**config.mk**
```make
export PLATFORM = sky130hd
export DESIGN_NAME = csv_field_tokenizer_flat
export DESIGN_NICKNAME = d
export VERILOG_FILES = /design/src/csvt_pkg.sv /design/src/csvt_in_if.sv /design/src/csvt_out_if.sv /design/src/csv_field_tokenizer.sv /design/src/csvt_decode.sv /design/src/csvt_outbuf.sv /design/src/flat_wrapper.sv
export SDC_FILE = /design/constraint.sdc
export NUM_CORES = 1
export LEC_CHECK = 0
export BUFFER_PORTS_ARGS = -buffer_cell sky130_fd_sc_hd__buf_2
export CORE_MARGIN = 2
export CORE_UTILIZATION = 35
export CTS_CLUSTER_DIAMETER = 50
export DETAILED_ROUTE_END_ITERATION = 8
export PLACE_DENSITY = 0.49
export SYNTH_ARGS = -nofsm -noshare
export SYNTH_HDL_FRONTEND = slang
export SYNTH_HIERARCHICAL = 1
export SYNTH_SLANG_ARGS = --single-unit
```
**constraint.sdc**
```tcl
create_clock -name i_clk -period 13.04 [get_ports i_clk]
set_input_delay 1.956 -clock i_clk [delete_from_list [all_inputs] [get_ports i_clk]]
set_output_delay 1.956 -clock i_clk [all_outputs]
set_load 0.01 [all_outputs]
```
**src/csvt_pkg.sv**
```systemverilog
// Package: shared types and constants of the CSV field tokenizer.
`timescale 1ns / 1ps

package csvt_pkg;

    localparam int unsigned CHAR_W = 16;
    localparam int unsigned BYTE_W = 8;
    localparam int unsigned KIND_W = 3;
    localparam int unsigned CFG_IDX_W = 3;
    localparam int unsigned MAX_RES = 3;

    localparam logic [CHAR_W-1:0] CR_CODE = 16'd13;

    localparam logic [KIND_W-1:0] KIND_DATA       = 3'd0;
    localparam logic [KIND_W-1:0] KIND_FIELD_END  = 3'd1;
    localparam logic [KIND_W-1:0] KIND_FIELD_REC  = 3'd2;
    localparam logic [KIND_W-1:0] KIND_REC_END    = 3'd3;
    localparam logic [KIND_W-1:0] KIND_STREAM_END = 3'd4;

    localparam logic [1:0] ENC_BYTE     = 2'd0;
    localparam logic [1:0] ENC_UTF16_LE = 2'd1;
    localparam logic [1:0] ENC_UTF16_BE = 2'd2;

    localparam logic [CFG_IDX_W-1:0] REG_FIELD_SEP  = 3'd0;
    localparam logic [CFG_IDX_W-1:0] REG_TEXT_DELIM = 3'd1;
    localparam logic [CFG_IDX_W-1:0] REG_RECORD_SEP = 3'd2;
    localparam logic [CFG_IDX_W-1:0] REG_ALLOW_NL   = 3'd3;
    localparam logic [CFG_IDX_W-1:0] REG_ENCODING   = 3'd4;

    localparam logic [CHAR_W-1:0] FIELD_SEP_RST  = 16'd44;
    localparam logic [CHAR_W-1:0] TEXT_DELIM_RST = 16'd34;
    localparam logic [CHAR_W-1:0] RECORD_SEP_RST = 16'd10;

    typedef struct packed {
        logic [CHAR_W-1:0] field_separator;
        logic [CHAR_W-1:0] text_delimiter;
        logic [CHAR_W-1:0] record_separator;
        logic              allow_embedded_newlines;
        logic [1:0]        char_encoding;
    } t_cfg;

    typedef struct packed {
        logic              in_quotes;
        logic              quote_pending;
        logic              field_has_data;
        logic              byte_phase;
        logic [BYTE_W-1:0] first_byte;
    } t_state;

    typedef struct packed {
        logic [CHAR_W-1:0] char_code;
        logic [KIND_W-1:0] kind;
        logic              last_result;
    } t_result;

    localparam t_state STATE_RST = '{
        in_quotes: 1'b0, quote_pending: 1'b0, field_has_data: 1'b0,
        byte_phase: 1'b0, first_byte: 8'd0
    };

endpackage

```
**src/csvt_in_if.sv**
```systemverilog
// Interface: input byte channel of the CSV field tokenizer.
`timescale 1ns / 1ps

interface csvt_in_if;
    logic       valid;
    logic       ready;
    logic [7:0] in_byte;
    logic       end_of_stream;

    modport source (output valid, output in_byte, output end_of_stream, input ready);
    modport sink (input valid, input in_byte, input end_of_stream, output ready);
endinterface

```
**src/csvt_out_if.sv**
```systemverilog
// Interface: result channel of the CSV field tokenizer.
`timescale 1ns / 1ps

interface csvt_out_if;
    logic        valid;
    logic        ready;
    logic [15:0] char_code;
    logic [2:0]  kind;
    logic        last_result;

    modport source (output valid, output char_code, output kind, output last_result,
                    input ready);
    modport sink (input valid, input char_code, input kind, input last_result,
                  output ready);
endinterface

```
**src/csv_field_tokenizer.sv**
```systemverilog
// Top level: CSV field tokenizer with configuration registers and tokenizer state.
// The first result of an item is offered in the cycle after the item is accepted.
// Throughput: one byte per cycle while each item gives at most one result and the output is
// ready; an item with k results holds the output until all k have left, and the next byte is
// taken in the cycle its last result leaves. A byte that gives no result only updates state.
// Synchronous active-low reset clears tokenizer state, results and registers to defaults.
`timescale 1ns / 1ps

module csv_field_tokenizer
    import csvt_pkg::*;
(
    input  logic                 i_clk,
    input  logic                 i_rst_n,
    input  logic                 i_cfg_we,
    input  logic [CFG_IDX_W-1:0] i_cfg_idx,
    input  logic [CHAR_W-1:0]    i_cfg_data,
    csvt_in_if.sink              i_in,
    csvt_out_if.source           o_out
);

    t_cfg       r_cfg;
    t_state     r_state;
    t_state     n_state;
    t_result    res [MAX_RES];
    logic [1:0] cnt;
    logic       can_load;
    logic       accept;

    assign i_in.ready = can_load;
    assign accept     = i_in.valid && can_load;

    always_ff @(posedge i_clk) begin
        if (!i_rst_n) begin
            r_cfg.field_separator         <= FIELD_SEP_RST;
            r_cfg.text_delimiter          <= TEXT_DELIM_RST;
            r_cfg.record_separator        <= RECORD_SEP_RST;
            r_cfg.allow_embedded_newlines <= 1'b0;
            r_cfg.char_encoding           <= ENC_BYTE;
        end else if (i_cfg_we) begin
            unique case (i_cfg_idx)
                REG_FIELD_SEP:  r_cfg.field_separator         <= i_cfg_data;
                REG_TEXT_DELIM: r_cfg.text_delimiter          <= i_cfg_data;
                REG_RECORD_SEP: r_cfg.record_separator        <= i_cfg_data;
                REG_ALLOW_NL:   r_cfg.allow_embedded_newlines <= i_cfg_data[0];
                REG_ENCODING:   r_cfg.char_encoding           <= i_cfg_data[1:0];
                default: ;
            endcase
        end
    end

    always_ff @(posedge i_clk) begin
        if (!i_rst_n) begin
            r_state <= STATE_RST;
        end else if (accept) begin
            r_state <= n_state;
        end
    end

    csvt_decode u_decode (
        .i_cfg   (r_cfg),
        .i_state (r_state),
        .i_byte  (i_in.in_byte),
        .i_eos   (i_in.end_of_stream),
        .o_state (n_state),
        .o_res   (res),
        .o_cnt   (cnt)
    );

    csvt_outbuf u_outbuf (
        .i_clk      (i_clk),
        .i_rst_n    (i_rst_n),
        .i_load     (accept && cnt != 2'd0),
        .i_res      (res),
        .i_cnt      (cnt),
        .o_can_load (can_load),
        .o_out      (o_out)
    );

`ifndef ASSERT_OFF
    a_eos_clears: assert property (@(posedge i_clk) disable iff (!i_rst_n)
        (accept && i_in.end_of_stream) |=> (r_state == STATE_RST))
        else $error("tokenizer state not cleared after end of stream");
    a_eos_has_result: assert property (@(posedge i_clk) disable iff (!i_rst_n)
        (accept && i_in.end_of_stream) |=> o_out.valid)
        else $error("end of stream gave no result");
    a_byte_mode_no_phase: assert property (@(posedge i_clk) disable iff (!i_rst_n)
        (accept && r_cfg.char_encoding != ENC_UTF16_LE && r_cfg.char_encoding != ENC_UTF16_BE)
        |=> !r_state.byte_phase)
        else $error("byte phase set in single-byte mode");
`endif

endmodule

```
**src/csvt_decode.sv**
```systemverilog
// Combinational tokenizer step: next state and result list for one input byte.
`timescale 1ns / 1ps

module csvt_decode
    import csvt_pkg::*;
(
    input  t_cfg              i_cfg,
    input  t_state            i_state,
    input  logic [BYTE_W-1:0] i_byte,
    input  logic              i_eos,
    output t_state            o_state,
    output t_result           o_res [MAX_RES],
    output logic [1:0]        o_cnt
);

    t_state            st;
    t_result           res [MAX_RES];
    logic [1:0]        n;
    logic              have_char;
    logic [CHAR_W-1:0] c;

    always_comb begin
        st        = i_state;
        n         = 2'd0;
        have_char = 1'b0;
        c         = '0;
        for (int i = 0; i < MAX_RES; i++) begin
            res[i] = '0;
        end

        if (i_cfg.char_encoding == ENC_UTF16_LE || i_cfg.char_encoding == ENC_UTF16_BE) begin
            if (!st.byte_phase) begin
                st.first_byte = i_byte;
                st.byte_phase = 1'b1;
            end else begin
                if (i_cfg.char_encoding == ENC_UTF16_LE) begin
                    c = {i_byte, st.first_byte};
                end else begin
                    c = {st.first_byte, i_byte};
                end
                st.byte_phase = 1'b0;
                st.first_byte = '0;
                have_char     = 1'b1;
            end
        end else begin
            st.byte_phase = 1'b0;
            st.first_byte = '0;
            c             = {{(CHAR_W-BYTE_W){1'b0}}, i_byte};
            have_char     = 1'b1;
        end

        if (have_char) begin
            if (c == CR_CODE) begin
                if (st.quote_pending) begin
                    st.in_quotes     = ~st.in_quotes;
                    st.quote_pending = 1'b0;
                end
            end else if (c == i_cfg.text_delimiter) begin
                if (st.quote_pending) begin
                    // doubled delimiter: one literal delimiter
                    st.quote_pending  = 1'b0;
                    st.field_has_data = 1'b1;
                    res[n]            = '{char_code: c, kind: KIND_DATA, last_result: 1'b0};
                    n                 = n + 2'd1;
                end else begin
                    st.quote_pending = 1'b1;
                end
            end else begin
                if (st.quote_pending) begin
                    st.in_quotes     = ~st.in_quotes;
                    st.quote_pending = 1'b0;
                end
                if (c == i_cfg.field_separator && !st.in_quotes) begin
                    st.field_has_data = 1'b0;
                    res[n] = '{char_code: '0, kind: KIND_FIELD_END, last_result: 1'b0};
                    n      = n + 2'd1;
                end else if (c == i_cfg.record_separator &&
                             !(i_cfg.allow_embedded_newlines && st.in_quotes)) begin
                    res[n] = '{char_code: '0,
                               kind: st.field_has_data ? KIND_FIELD_REC : KIND_REC_END,
                               last_result: 1'b0};
                    n      = n + 2'd1;
                    st.field_has_data = 1'b0;
                end else begin
                    st.field_has_data = 1'b1;
                    res[n] = '{char_code: c, kind: KIND_DATA, last_result: 1'b0};
                    n      = n + 2'd1;
                end
            end
        end

        if (i_eos) begin
            if (st.field_has_data) begin
                res[n] = '{char_code: '0, kind: KIND_FIELD_END, last_result: 1'b0};
                n      = n + 2'd1;
            end
            res[n] = '{char_code: '0, kind: KIND_STREAM_END, last_result: 1'b0};
            n      = n + 2'd1;
            st     = STATE_RST;
        end

        for (int i = 0; i < MAX_RES; i++) begin
            res[i].last_result = (2'(i + 1) == n);
        end
    end

    assign o_state = st;
    assign o_res   = res;
    assign o_cnt   = n;

endmodule

```
**src/csvt_outbuf.sv**
```systemverilog
// Result register: holds up to three results of one item and hands them out in order.
`timescale 1ns / 1ps

module csvt_outbuf
    import csvt_pkg::*;
(
    input  logic        i_clk,
    input  logic        i_rst_n,
    input  logic        i_load,
    input  t_result     i_res [MAX_RES],
    input  logic [1:0]  i_cnt,
    output logic        o_can_load,
    csvt_out_if.source  o_out
);

    t_result    r_slot [MAX_RES];
    logic [1:0] r_left;
    logic       take;

    assign take       = o_out.valid && o_out.ready;
    assign o_can_load = (r_left == 2'd0) || (r_left == 2'd1 && take);

    assign o_out.valid       = (r_left != 2'd0);
    assign o_out.char_code   = r_slot[0].char_code;
    assign o_out.kind        = r_slot[0].kind;
    assign o_out.last_result = r_slot[0].last_result;

    always_ff @(posedge i_clk) begin
        if (!i_rst_n) begin
            r_left <= 2'd0;
        end else if (i_load) begin
            r_left <= i_cnt;
        end else if (take) begin
            r_left <= r_left - 2'd1;
        end
    end

    always_ff @(posedge i_clk) begin
        if (i_load) begin
            r_slot <= i_res;
        end else if (take) begin
            r_slot[0] <= r_slot[1];
            r_slot[1] <= r_slot[2];
        end
    end

`ifndef ASSERT_OFF
    a_last_at_end: assert property (@(posedge i_clk) disable iff (!i_rst_n)
        o_out.valid |-> (o_out.last_result == (r_left == 2'd1)))
        else $error("last_result flag out of step with remaining count");
    a_load_ok: assert property (@(posedge i_clk) disable iff (!i_rst_n)
        i_load |-> o_can_load)
        else $error("result buffer loaded while results still pending");
    a_drain_cont: assert property (@(posedge i_clk) disable iff (!i_rst_n)
        (take && r_left > 2'd1 && !i_load) |=> o_out.valid)
        else $error("pending results lost after take");
`endif

endmodule
```
**src/flat_wrapper.sv**
```systemverilog
// flat-port wrapper written by rule: the top's interface ports become plain ports
module csv_field_tokenizer_flat import csvt_pkg::*;
  (i_clk, i_rst_n, i_cfg_we, i_cfg_idx, i_cfg_data, i_in_valid, i_in_in_byte, i_in_end_of_stream, i_in_ready, o_out_valid, o_out_char_code, o_out_kind, o_out_last_result, o_out_ready);
  csvt_in_if i_in_i ();
  csvt_out_if o_out_i ();
  input  logic i_clk;
  input  logic i_rst_n;
  input  logic i_cfg_we;
  input  logic [CFG_IDX_W-1:0] i_cfg_idx;
  input  logic [CHAR_W-1:0] i_cfg_data;
  input wire logic [$bits(i_in_i.valid)-1:0] i_in_valid;
  input wire logic [$bits(i_in_i.in_byte)-1:0] i_in_in_byte;
  input wire logic [$bits(i_in_i.end_of_stream)-1:0] i_in_end_of_stream;
  output wire logic [$bits(i_in_i.ready)-1:0] i_in_ready;
  output wire logic [$bits(o_out_i.valid)-1:0] o_out_valid;
  output wire logic [$bits(o_out_i.char_code)-1:0] o_out_char_code;
  output wire logic [$bits(o_out_i.kind)-1:0] o_out_kind;
  output wire logic [$bits(o_out_i.last_result)-1:0] o_out_last_result;
  input wire logic [$bits(o_out_i.ready)-1:0] o_out_ready;
  assign i_in_i.valid = i_in_valid;
  assign i_in_i.in_byte = i_in_in_byte;
  assign i_in_i.end_of_stream = i_in_end_of_stream;
  assign i_in_ready = i_in_i.ready;
  assign o_out_valid = o_out_i.valid;
  assign o_out_char_code = o_out_i.char_code;
  assign o_out_kind = o_out_i.kind;
  assign o_out_last_result = o_out_i.last_result;
  assign o_out_i.ready = o_out_ready;
  csv_field_tokenizer u_core (.i_clk(i_clk), .i_rst_n(i_rst_n), .i_cfg_we(i_cfg_we), .i_cfg_idx(i_cfg_idx), .i_cfg_data(i_cfg_data), .i_in(i_in_i), .o_out(o_out_i));
endmodule
```
==> flow_metrics.tcl, run 1 <==
set metrics [dict create \
    status "finished, final reports clean" \
    die_h_um 146 \
    drive_gt1_share_pct 21.2 \
    rows 52 \
    syn_area_per_cell_sq_um 10.9 \
    rsz0062_at_grt "no" \
    final_cells 955 \
    worstHoldStart "u_core/r_cfg[1]" \
    fin_skew_ps 11.7 \
    worst_hold_path_type "register to register" \
    dieArea_sq_mm 0.0214 \
    grt_use_total_pct 15.7 \
    fin_crit_ps 6600 \
    hpwl_um 11700 \
    ys_async_sr_fraction_pct 0 \
    cp.required_ps 13080 \
    slowest_stage "o211a_4" \
    slew_headroom_pct 28.8 \
    place_congestion 0.853 \
    startpoint_type "input pin" \
    ant_nets 0 \
    synth_top_area_share_pct 25.5 \
    timing.max_cap.violations 0 \
    worstSetupPathType "input pin to register" \
    ys_seq_elements 125 \
    ys_types 62 \
    path_clk_slew_ps 60 \
    cpLargestDelayFamily "simple AND/OR/NAND/NOR gates" \
    wl_per_cell_um 17.3 \
    routed_wl_um 16500 \
    first_pass_iters 5 \
    design.core.area_sq_mm 0.0200 \
    synth_ff_type "dfxtp_1" \
    cts_tree "built" \
    ir_drop_mv 0.0944 \
    power_density_mw_per_mm2 153 \
    ys.warnings.count 6 \
    drcViolationCount 0 \
    dp_cells 923 \
    whs_ps 470 \
    crit_path_cell_trace "buf_2 > mux2i_1 > nor2_1 > xor2_1 > nor4_1 > nand4_1 > o211a_1 > nor2_1 > a31oi_1 > ha_1 > mux2i_1 > o211a_4 > or2_2" \
    finalHoldViolations 0 \
    yosysTopAreaCell "edfxtp_1" \
    crit_arrival_ps 6640 \
    grt_max_degree 86 \
    ys_top_cells_by_area "edfxtp_1 25%, dfxtp_1 18%, mux2i_1 8.2%, mux2_4 8.1%, buf_4 5.9%" \
    initial_utilization_pct 35.3 \
    path_max_fanout 63 \
    r2r_slack_ps 6610 \
    drt-vias-per-instance 4.87 \
    nNetsFinal 712 \
    insertion_delay_ps 430 \
    drv_slew 0 \
    cts_resized 0 \
    grt_pass1_vias 4567 \
    critical_path.max_stage_delay_ps 910 \
    worst_slew_pin_slew_ps 1070 \
    syn-instance-count 649 \
    fin_crit_sh_pct 50.6 \
    root_buffer "clkbuf_16" \
    crit_start "i_in_in_byte[3]" \
    setup_tns_ps 0 \
    post_cts_buffers 0 \
    antenna_found_initial 2 \
    timing.fmax_mhz 152 \
    io_buffers 54 \
    worst_setup_path_end_kind "register" \
    post-route-util_pct 38.9 \
    numCtsBuffers 17 \
    syn_to_final_growth_pct 10.1 \
    num_io_pins 55 \
    p_leak_nw 3.26 \
    setup_viol 0 \
    syn_area_sq_mm 0.00707 \
    finalPower_mw 1.19 \
    r2r_start "u_core/r_cfg[1]" \
    postCtsHoldBufs 0 \
    drt_iter0_markers 344 \
    yosysSeqAreaShare_pct 43.9 \
    route.vias.total 4652 \
    synth_edf_count 60 \
    htreeDepth 4 \
    cts.sinks 125 \
    antennaDiodeCount 0 \
    fp.dieW_um 146 \
    crit_buf_inv 1 \
    grt_pass1_wl_um 25600 \
    cts.path.max_buffers 2 \
    grt_overflow 0 \
]
==> where the power goes <==
group / switching [mW] / internal [mW]
registers: 0.0192 / 0.488
clock network: 0.199 / 0.269
logic: 0.115 / 0.0989
total: 0.333 / 0.856
==> stage by stage <==
stage | setup WS [ps] | area [sq um]
finish | 6440 | 7790
global route | 6030 | 7790
CTS | 6480 | 7790
detailed placement | 6010 | 7210
global placement | 6150 | 7210
floorplan | 6910 | 7200
==> kinds of logic after synthesis <==
| kind of cell | Yosys count | share of synthesized area (%) |
|---|---|---|
| xor gates and xnor gates | 43 | 5.32 |
| muxes | 100 | 16.9 |
| other | 1 | 0.0530 |
| buffers and inverters | 97 | 9.73 |
| and+or+nand+nor | 206 | 15.4 |
| AOI/OAI and AO/OA | 70 | 7.52 |
| DFF | 125 | 43.9 |
| adders and majority gates | 7 | 1.24 |
==> Yosys cell counts, types with 7 or more instances <==
cell type  instances
a21boi_0          13
a21oi_1            8
and2_1            18
and3_1            18
buf_2              8
buf_4             56
clkbuf_1          16
dfxtp_1           65
edfxtp_1          60
ha_1               7
inv_1              9
mux2_4            38
mux2i_1           58
nand2_1           76
nor2_1            20
nor2b_1           17
nor3_1            11
nor4_1             8
o21a_1            13
xnor2_1           24
xor2_1            19
==> routing by layer <==
layer,part of all wire [%],global-route usage [%]
met4,2.4,6.80
met5,0.13,0
met2,47,25.4
met3,3.9,3.66
met1,46,20.1
==> worst reg2reg max path, stage by stage, from the launching register on <==
cell       delay [ps]
dfxtp_1           340
inv_1              70
ha_1              590
and3b_1           420
and2_4            260
or3_1             350
a2111oi_2         400
nand4_1           510
o211a_1           440
nor2_1            180
a31oi_1            70
ha_1              360
mux2i_1           230
o211a_4           910
or2_2             890
==> flip-flops by register name, summed over array words and instances, names as in the netlist <==
| name | flops |
|---|---|
| u_core/r_state | 12 |
| u_core/u_outbuf/o_out.last_result | 1 |
| u_core/u_outbuf/r_left | 2 |
| u_core/u_outbuf/r_slot | 40 |
| u_core/u_outbuf/o_out.kind | 3 |
| u_core/u_outbuf/o_out.char_code | 16 |
| u_core/r_cfg | 51 |
==> final timing paths <==
check                                     to  cells past startpoint
setup / recovery  u_core/u_outbuf/r_slot[25]                     13
hold / removal               u_core/r_cfg[1]                      2
hold reg to reg              u_core/r_cfg[1]                      2
setup reg to reg  u_core/u_outbuf/r_slot[25]                     14
==> layout make-up <==
type / count / area, sq um
Sequential cell: 125 / 3100
Fill cell: 2007 / 12200
Inverter: 9 / 33.8
Clock inverter: 15 / 156
Timing Repair Buffer: 58 / 300
Tap cell: 270 / 338
Clock buffer: 17 / 425
Multi-Input combinational cell: 461 / 3430
==> cell usage in the layout, fill, tap and decap left out, drive strengths merged, types with 16 or more instances in the layout <==
| cell type | instances |
|---|---|
| buf | 58 |
| clkbuf | 17 |
| nand2 | 76 |
| edfxtp | 60 |
| nor2 | 20 |
| and2 | 19 |
| mux2i | 58 |
| a21boi | 16 |
| xnor2 | 24 |
| dfxtp | 65 |
| conb | 35 |
| and3 | 18 |
| mux2 | 42 |
| nor2b | 18 |
| inv | 16 |
| xor2 | 19 |
Power figures use the tool's default switching activity.
==> run 2, diff against run 1 <==
--- a/config.mk
+++ b/config.mk
@@ -5,12 +5,13 @@
 export SDC_FILE = /design/constraint.sdc
 export NUM_CORES = 1
 export LEC_CHECK = 0
+export ABC_AREA = 1
 export BUFFER_PORTS_ARGS = -buffer_cell sky130_fd_sc_hd__buf_2
 export CORE_MARGIN = 2
 export CORE_UTILIZATION = 35
 export CTS_CLUSTER_DIAMETER = 50
 export DETAILED_ROUTE_END_ITERATION = 8
-export PLACE_DENSITY = 0.49
+export PLACE_DENSITY = 0.51
 export SYNTH_ARGS = -nofsm -noshare
 export SYNTH_HDL_FRONTEND = slang
 export SYNTH_HIERARCHICAL = 1
==> constraint.sdc (replaced) <==
create_clock -name i_clk -period 6 [get_ports i_clk]
set_input_delay 0.9 -clock i_clk [delete_from_list [all_inputs] [get_ports i_clk]]
set_output_delay 0.9 -clock i_clk [all_outputs]
set_load 0.01 [all_outputs]
==> run 2 against run 1 <==
  * Global-route usage grew 2.4 points
  * Combinational power grew to 3.3 times the previous value
  * Clock power grew 130%
  * Critical path type is now register to register
  * Largest cell class unchanged
==> flow_metrics.tcl, run 2 <==
set metrics [dict create \
    status "finished, final reports clean" \
    initial_utilization_pct 35.7 \
    fillers 2301 \
    dieArea_sq_mm 0.0227 \
    p_int_mw 2.08 \
    insertion_delay_ps 420 \
    met1_length_um 9920 \
    setup_tns_ps 0 \
    syn_area_per_cell_sq_um 7.31 \
    rows 53 \
    yosysTopAreaCell "edfxtp_1" \
    startpoint_type "register" \
    slowest_stage "buf_4" \
    power_density_mw_per_mm2 370 \
    grt_max_degree 66 \
    postCtsHoldBufs 0 \
    post-route-util_pct 38.8 \
    drcViolationCount 0 \
    muxShareOfSynthArea_pct 0 \
    slew_headroom_pct 33.2 \
    ys.warnings.count 6 \
    root_buffer "clkbuf_16" \
    num_io_pins 55 \
    synth_commonest_cells "326 x nand2_1, 165 x nor2_1, 95 x inv_1" \
    fp.dieW_um 151 \
    grt_use_total_pct 18.1 \
    route.vias.total 6109 \
    finalHoldViolations 0 \
    grt_overflow 0 \
    synth_edf_count 60 \
    synthSimpleGateAreaFrac_pct 39.6 \
    crit_top_cell "nand2_1" \
    ys_async_sr_fraction_pct 0 \
    drive_gt1_share_pct 14.2 \
    switchingPower_mw 0.950 \
    grt_pass1_wl_um 30900 \
    worst_slew_pin_slew_ps 1000 \
    timing.fmax_mhz 220 \
    cts_resized 0 \
    place_congestion 0.874 \
    final_cell_mix "326 x nand2_1, 164 x nor2_1, 95 x inv_1" \
    worstSetupPathType "register to register" \
    syn_area_sq_mm 0.00753 \
    drv_slew 0 \
    crit_buf_inv 4 \
    drt_iter0_markers 494 \
    cts.sinks 125 \
    swShare_pct 31.4 \
    io_buffers 54 \
    final_common_cell "nand2_1" \
    synth-xor-area-share_pct 0.233 \
    critical_path.max_stage_delay_ps 550 \
    ys_types 41 \
    largest_reg_flops 51 \
    path_max_fanout 63 \
    synth_ff_type "dfxtp_1" \
    fin_crit_ps 4550 \
    whs_ps 493 \
    first_pass_iters 5 \
    cp.required_ps 6310 \
    largest-register "u_core/r_cfg" \
    dpl_cell_area_sq_mm 0.00757 \
    seqPwrFrac_pct 41.3 \
    fin_crit_sh_pct 75.8 \
    die_h_um 151 \
    ys_top_cells_by_area "edfxtp_1 24%, dfxtp_1 17%, nand2_1 16%, nor2_1 8.2%, buf_4 6.2%" \
    ir_drop_mv 0.190 \
    nNetsFinal 1087 \
    route.met3.wl_um 898 \
    stdcell_area_sq_mm 0.00818 \
    antenna_found_initial 0 \
    wl_met2_um 8320 \
    hpwl_um 14200 \
    routed.top_layer "met4" \
    timing.max_cap.violations 0 \
    rsz0062_at_grt "no" \
    yosysSeqAreaShare_pct 41.2 \
    design.core.area_sq_mm 0.0211 \
    synth_top_area_share_pct 23.9 \
    p_comb_share_pct 23.5 \
    synth_most_common_cell "nand2_1" \
    post_cts_buffers 0 \
    worst_hold_path_type "register to register" \
    routed_wl_um 19400 \
    setup_viol 0 \
    syn-instance-count 1031 \
    synthAdderAreaFrac_pct 1.16 \
    fin_skew_ps 6.34 \
    cts.path.max_buffers 2 \
    grt_pass1_vias 5458 \
    wl_per_cell_um 14.6 \
    clock_power_share_pct 35.2 \
    numCtsBuffers 17 \
    worst_setup_path_end_kind "register" \
    ys_seq_elements 125 \
    syn_to_final_growth_pct 8.57 \
    path_clk_slew_ps 60 \
    drt-vias-per-instance 4.58 \
    cts_tree "built" \
    cpLargestDelayFamily "simple AND/OR/NAND/NOR gates" \
    synth_compound_area_share_pct 2.72 \
    ant_nets 0 \
    crit_arrival_ps 4850 \
    r2r_slack_ps 1450 \
    htreeDepth 4 \
    antennaDiodeCount 0 \
    synth_top_family_by_area "simple AND/OR/NAND/NOR gates" \
    p_leak_nw 3.81 \
]
run 2: cell count changes after synthesis, moves of 24 or more:
| cell | delta |
|---|---|
| mux2_4 | -38 |
| xnor2_1 | -24 |
| inv_1 | +86 |
| nand2_1 | +250 |
| nand4_1 | +28 |
| nor2_1 | +145 |
| mux2i_1 | -58 |
| nand3_1 | +77 |
run 2: cell families after synthesis:
family / count (synthesis)
AND/OR/NAND/NOR: 667
buffers and inverters: 197
flip-flops: 125
AO/OA/AOI/OAI: 32
adder cells (fa/ha/maj): 7
XOR/XNOR: 2
other: 1
run 2: final cells by class:
cell class                      instances  area, sq um  share of cell area (%)
Clock inverter                         10          135                    1.65
Multi-Input combinational cell        743         3430                    42.0
Sequential cell                       125         3100                    37.9
Clock buffer                           22          474                    5.80
Tap cell                              275          344                    4.21
Timing Repair Buffer                   56          285                    3.49
Inverter                              104          403                    4.93
run 2: worst reg2reg max path: stages (launching register included):
cell,delay [ps]
dfxtp_1,340
inv_1,60
ha_1,410
nor2_4,380
nand3_1,370
nand2_1,150
nand2_1,70
nor2_1,100
nand2_1,70
nor2_2,210
nand4_2,150
nand2_2,130
nand2_1,80
nand2_1,140
inv_1,60
ha_1,290
nand2_1,110
o21ai_2,70
inv_2,80
nor2_1,60
nor2_4,160
buf_4,550
nand2_1,130
nand2_1,90
nand2_1,50
nand2_1,90
nor2_2,40
run 2: path summary, 6_finish.rpt:
path,startpoint,endpoint,cells after the start
worst min register to register,u_core/r_state[6],u_core/r_state[6],2
worst max-delay path,u_core/r_cfg[1],u_core/u_outbuf/r_left[0],26
worst max register to register,u_core/r_cfg[1],u_core/u_outbuf/r_left[0],26
worst min-delay path,u_core/r_state[6],u_core/r_state[6],2
run 2: power groups by stage:
stage	registers, mW	logic (mW)	clock network [mW]
after floorplan	1.25	0.646	0
after CTS	1.25	0.727	1.09
after global placement	1.26	0.725	0
after detailed placement	1.27	0.725	0
after global routing	1.27	0.825	1.13
final	1.25	0.713	1.07
run 2: per-stage QoR:
stage	instances	power, mW	setup slack [ps]
finish	1335	3.03	1450
global route	1335	3.22	1010
CTS	1335	3.07	1510
detailed placement	1303	1.99	1510
global placement	1303	1.99	1550
floorplan	1065	1.89	1450
run 2: routing by layer:
metal	global-route usage (%)	up-vias
met2	26.6	139
met1	27.0	2740
met5	0	-
li1	-	3212
met4	4.91	0
met3	3.36	18
==> run 3, diff against run 2 <==
--- a/config.mk
+++ b/config.mk
@@ -11,7 +11,7 @@
 export CORE_UTILIZATION = 35
 export CTS_CLUSTER_DIAMETER = 50
 export DETAILED_ROUTE_END_ITERATION = 8
-export PLACE_DENSITY = 0.51
+export PLACE_DENSITY = 0.49
 export SYNTH_ARGS = -nofsm -noshare
 export SYNTH_HDL_FRONTEND = slang
 export SYNTH_HIERARCHICAL = 1
==> constraint.sdc (replaced) <==
create_clock -name i_clk -period 4.4 [get_ports i_clk]
set_input_delay 0.66 -clock i_clk [delete_from_list [all_inputs] [get_ports i_clk]]
set_output_delay 0.66 -clock i_clk [all_outputs]
set_load 0.01 [all_outputs]
==> run 3 against run 2 <==
  * Wire length up 3.9%
  * Critical path type unchanged
  * First-iteration DRC count down 11%
  * Highest routed layer unchanged
  * Largest cell class unchanged
  * Hold slack worse by 22 ps
  * Utilization up 0.28 points
==> flow_metrics.tcl, run 3 (synthesis results as in run 2) <==
set metrics [dict create \
    status "finished, final reports clean" \
    root_buffer "clkbuf_16" \
    first_pass_iters 5 \
    dp_cells 1310 \
    final_cell_mix "326 x nand2_1, 164 x nor2_1, 95 x inv_1" \
    path_clk_slew_ps 60 \
    grt_use_total_pct 18.7 \
    finalHoldViolations 0 \
    antenna_found_initial 0 \
    numCtsBuffers 17 \
    syn_to_final_growth_pct 9.37 \
    setup_viol 0 \
    io_buffers 54 \
    die_h_um 151 \
    fin_crit_ps 4110 \
    setup_tns_ps 0 \
    whs_ps 470 \
    cts_tree "built" \
    fin_crit_sh_pct 93.5 \
    timing.fmax_mhz 243 \
    design.core.area_sq_mm 0.0211 \
    route.vias.total 6218 \
    slowest_stage "ha_1" \
    fin_skew_ps 8.29 \
    ant_nets 0 \
    largest_reg_flops 51 \
    dieArea_sq_mm 0.0227 \
    startpoint_type "register" \
    fp.dieW_um 151 \
    r2r_start "u_core/r_cfg[1]" \
    grt_overflow 0 \
    grt_max_degree 52 \
    path_max_fanout 19 \
    grt_pass1_wl_um 32100 \
    initial_utilization_pct 35.7 \
    drcViolationCount 0 \
    largest-register "u_core/r_cfg" \
    place_congestion 0.890 \
    rsz0062_at_grt "no" \
    cp.required_ps 4540 \
    hpwl_um 14700 \
    worstHoldStart "i_cfg_data[5]" \
    crit_top_cell "nand2_1" \
    worstSetupPathType "register to register" \
    crit_arrival_ps 4250 \
    crit_start "u_core/r_cfg[1]" \
    num_io_pins 55 \
    worst_setup_path_end_kind "register" \
    worst_slew_pin_slew_ps 1050 \
    worst_hold_path_type "input pin to register" \
    wl_per_cell_um 15.0 \
    antennaDiodeCount 0 \
    cts.sinks 125 \
    post-route-util_pct 39.1 \
    final_cells 1344 \
    htreeDepth 4 \
    drive_gt1_share_pct 14.9 \
    grt_pass1_vias 5752 \
    p_leak_nw 3.83 \
    drt-vias-per-instance 4.63 \
    cts.path.max_buffers 2 \
    power_density_mw_per_mm2 496 \
    slew_headroom_pct 29.6 \
    ir_drop_mv 0.253 \
    routed_wl_um 20200 \
    timing.max_cap.violations 0 \
    rows 53 \
    insertion_delay_ps 420 \
    critical_path.max_stage_delay_ps 420 \
    nNetsFinal 1096 \
    final_common_cell "nand2_1" \
    drt_iter0_markers 439 \
    drv_slew 0 \
]
-- run 3: cell count changes in the layout (fill, tap and decap cells not counted), sizes merged --
cell | previous run | this run
buf | 56 | 64
bufinv | 3 | 1
clkbuf | 22 | 18
clkinv | 3 | 5
clkinvlp | 1 | 4
inv | 107 | 108
nor2 | 180 | 181
-- run 3: layer usage --
metal / GRT usage, % / share of wire [%]
met5: 0 / 0
met4: 7.66 / 2.6
met3: 3.30 / 4.9
met2: 27.0 / 42
met1: 27.5 / 50
-- run 3: power breakdown --
| group | switching (mW) | total, mW | leakage, nW | internal, mW |
|---|---|---|---|---|
| Sequential | 0.105 | 1.71 | 1.11 | 1.60 |
| Combinational | 0.701 | 1.05 | 2.46 | 0.351 |
| Clock | 0.556 | 1.33 | 0.256 | 0.774 |
-- run 3: cell type report --
type                            count  area [sq um]
Clock buffer                       18           429
Clock inverter                     14           116
Fill cell                        2289         12800
Inverter                          104           405
Multi-Input combinational cell    744          3450
Sequential cell                   125          3100
Tap cell                          275           344
Timing Repair Buffer               64           387
-- run 3: worst max-delay path: cells and delay by family (launching register included) --
kind | cells | cell delay (ps)
and+or+nand+nor | 16 | 2010
adders and majority gates | 2 | 700
buffers and inverters | 6 | 680
DFF | 1 | 330
AOI/OAI and AO/OA | 1 | 70
-- run 3: stage by stage --
stage | total power, mW | setup WS [ps] | instance area (sq um)
after floorplan | 2.58 | 231 | 7660
after global placement | 2.78 | 236 | 7660
after detailed placement | 2.78 | 199 | 7660
after CTS | 4.13 | 178 | 8210
after global routing | 4.36 | 2.90 | 8240
final | 4.09 | 287 | 8240
-- run 3: final timing paths --
| path | endpoint | slack, ps | depth (start not counted) |
|---|---|---|---|
| hold reg to reg | u_core/r_cfg[1] | 480 | 2 |
| setup reg to reg | u_core/u_outbuf/o_out.kind[0] | 290 | 25 |
| setup / recovery | u_core/u_outbuf/o_out.kind[0] | 290 | 25 |
| hold / removal | u_core/r_cfg[40] | 470 | 3 |
-- run 3: timing repair --
| item | in CTS | in global routing |
|---|---|---|
| endpoints found under the setup margin | 0 | 55 |
| endpoints found under the hold margin | 0 | 0 |
| hold buffers | 0 | 0 |
| setup buffers | 0 | 1 |
| gates resized for setup | 0 | 4 |
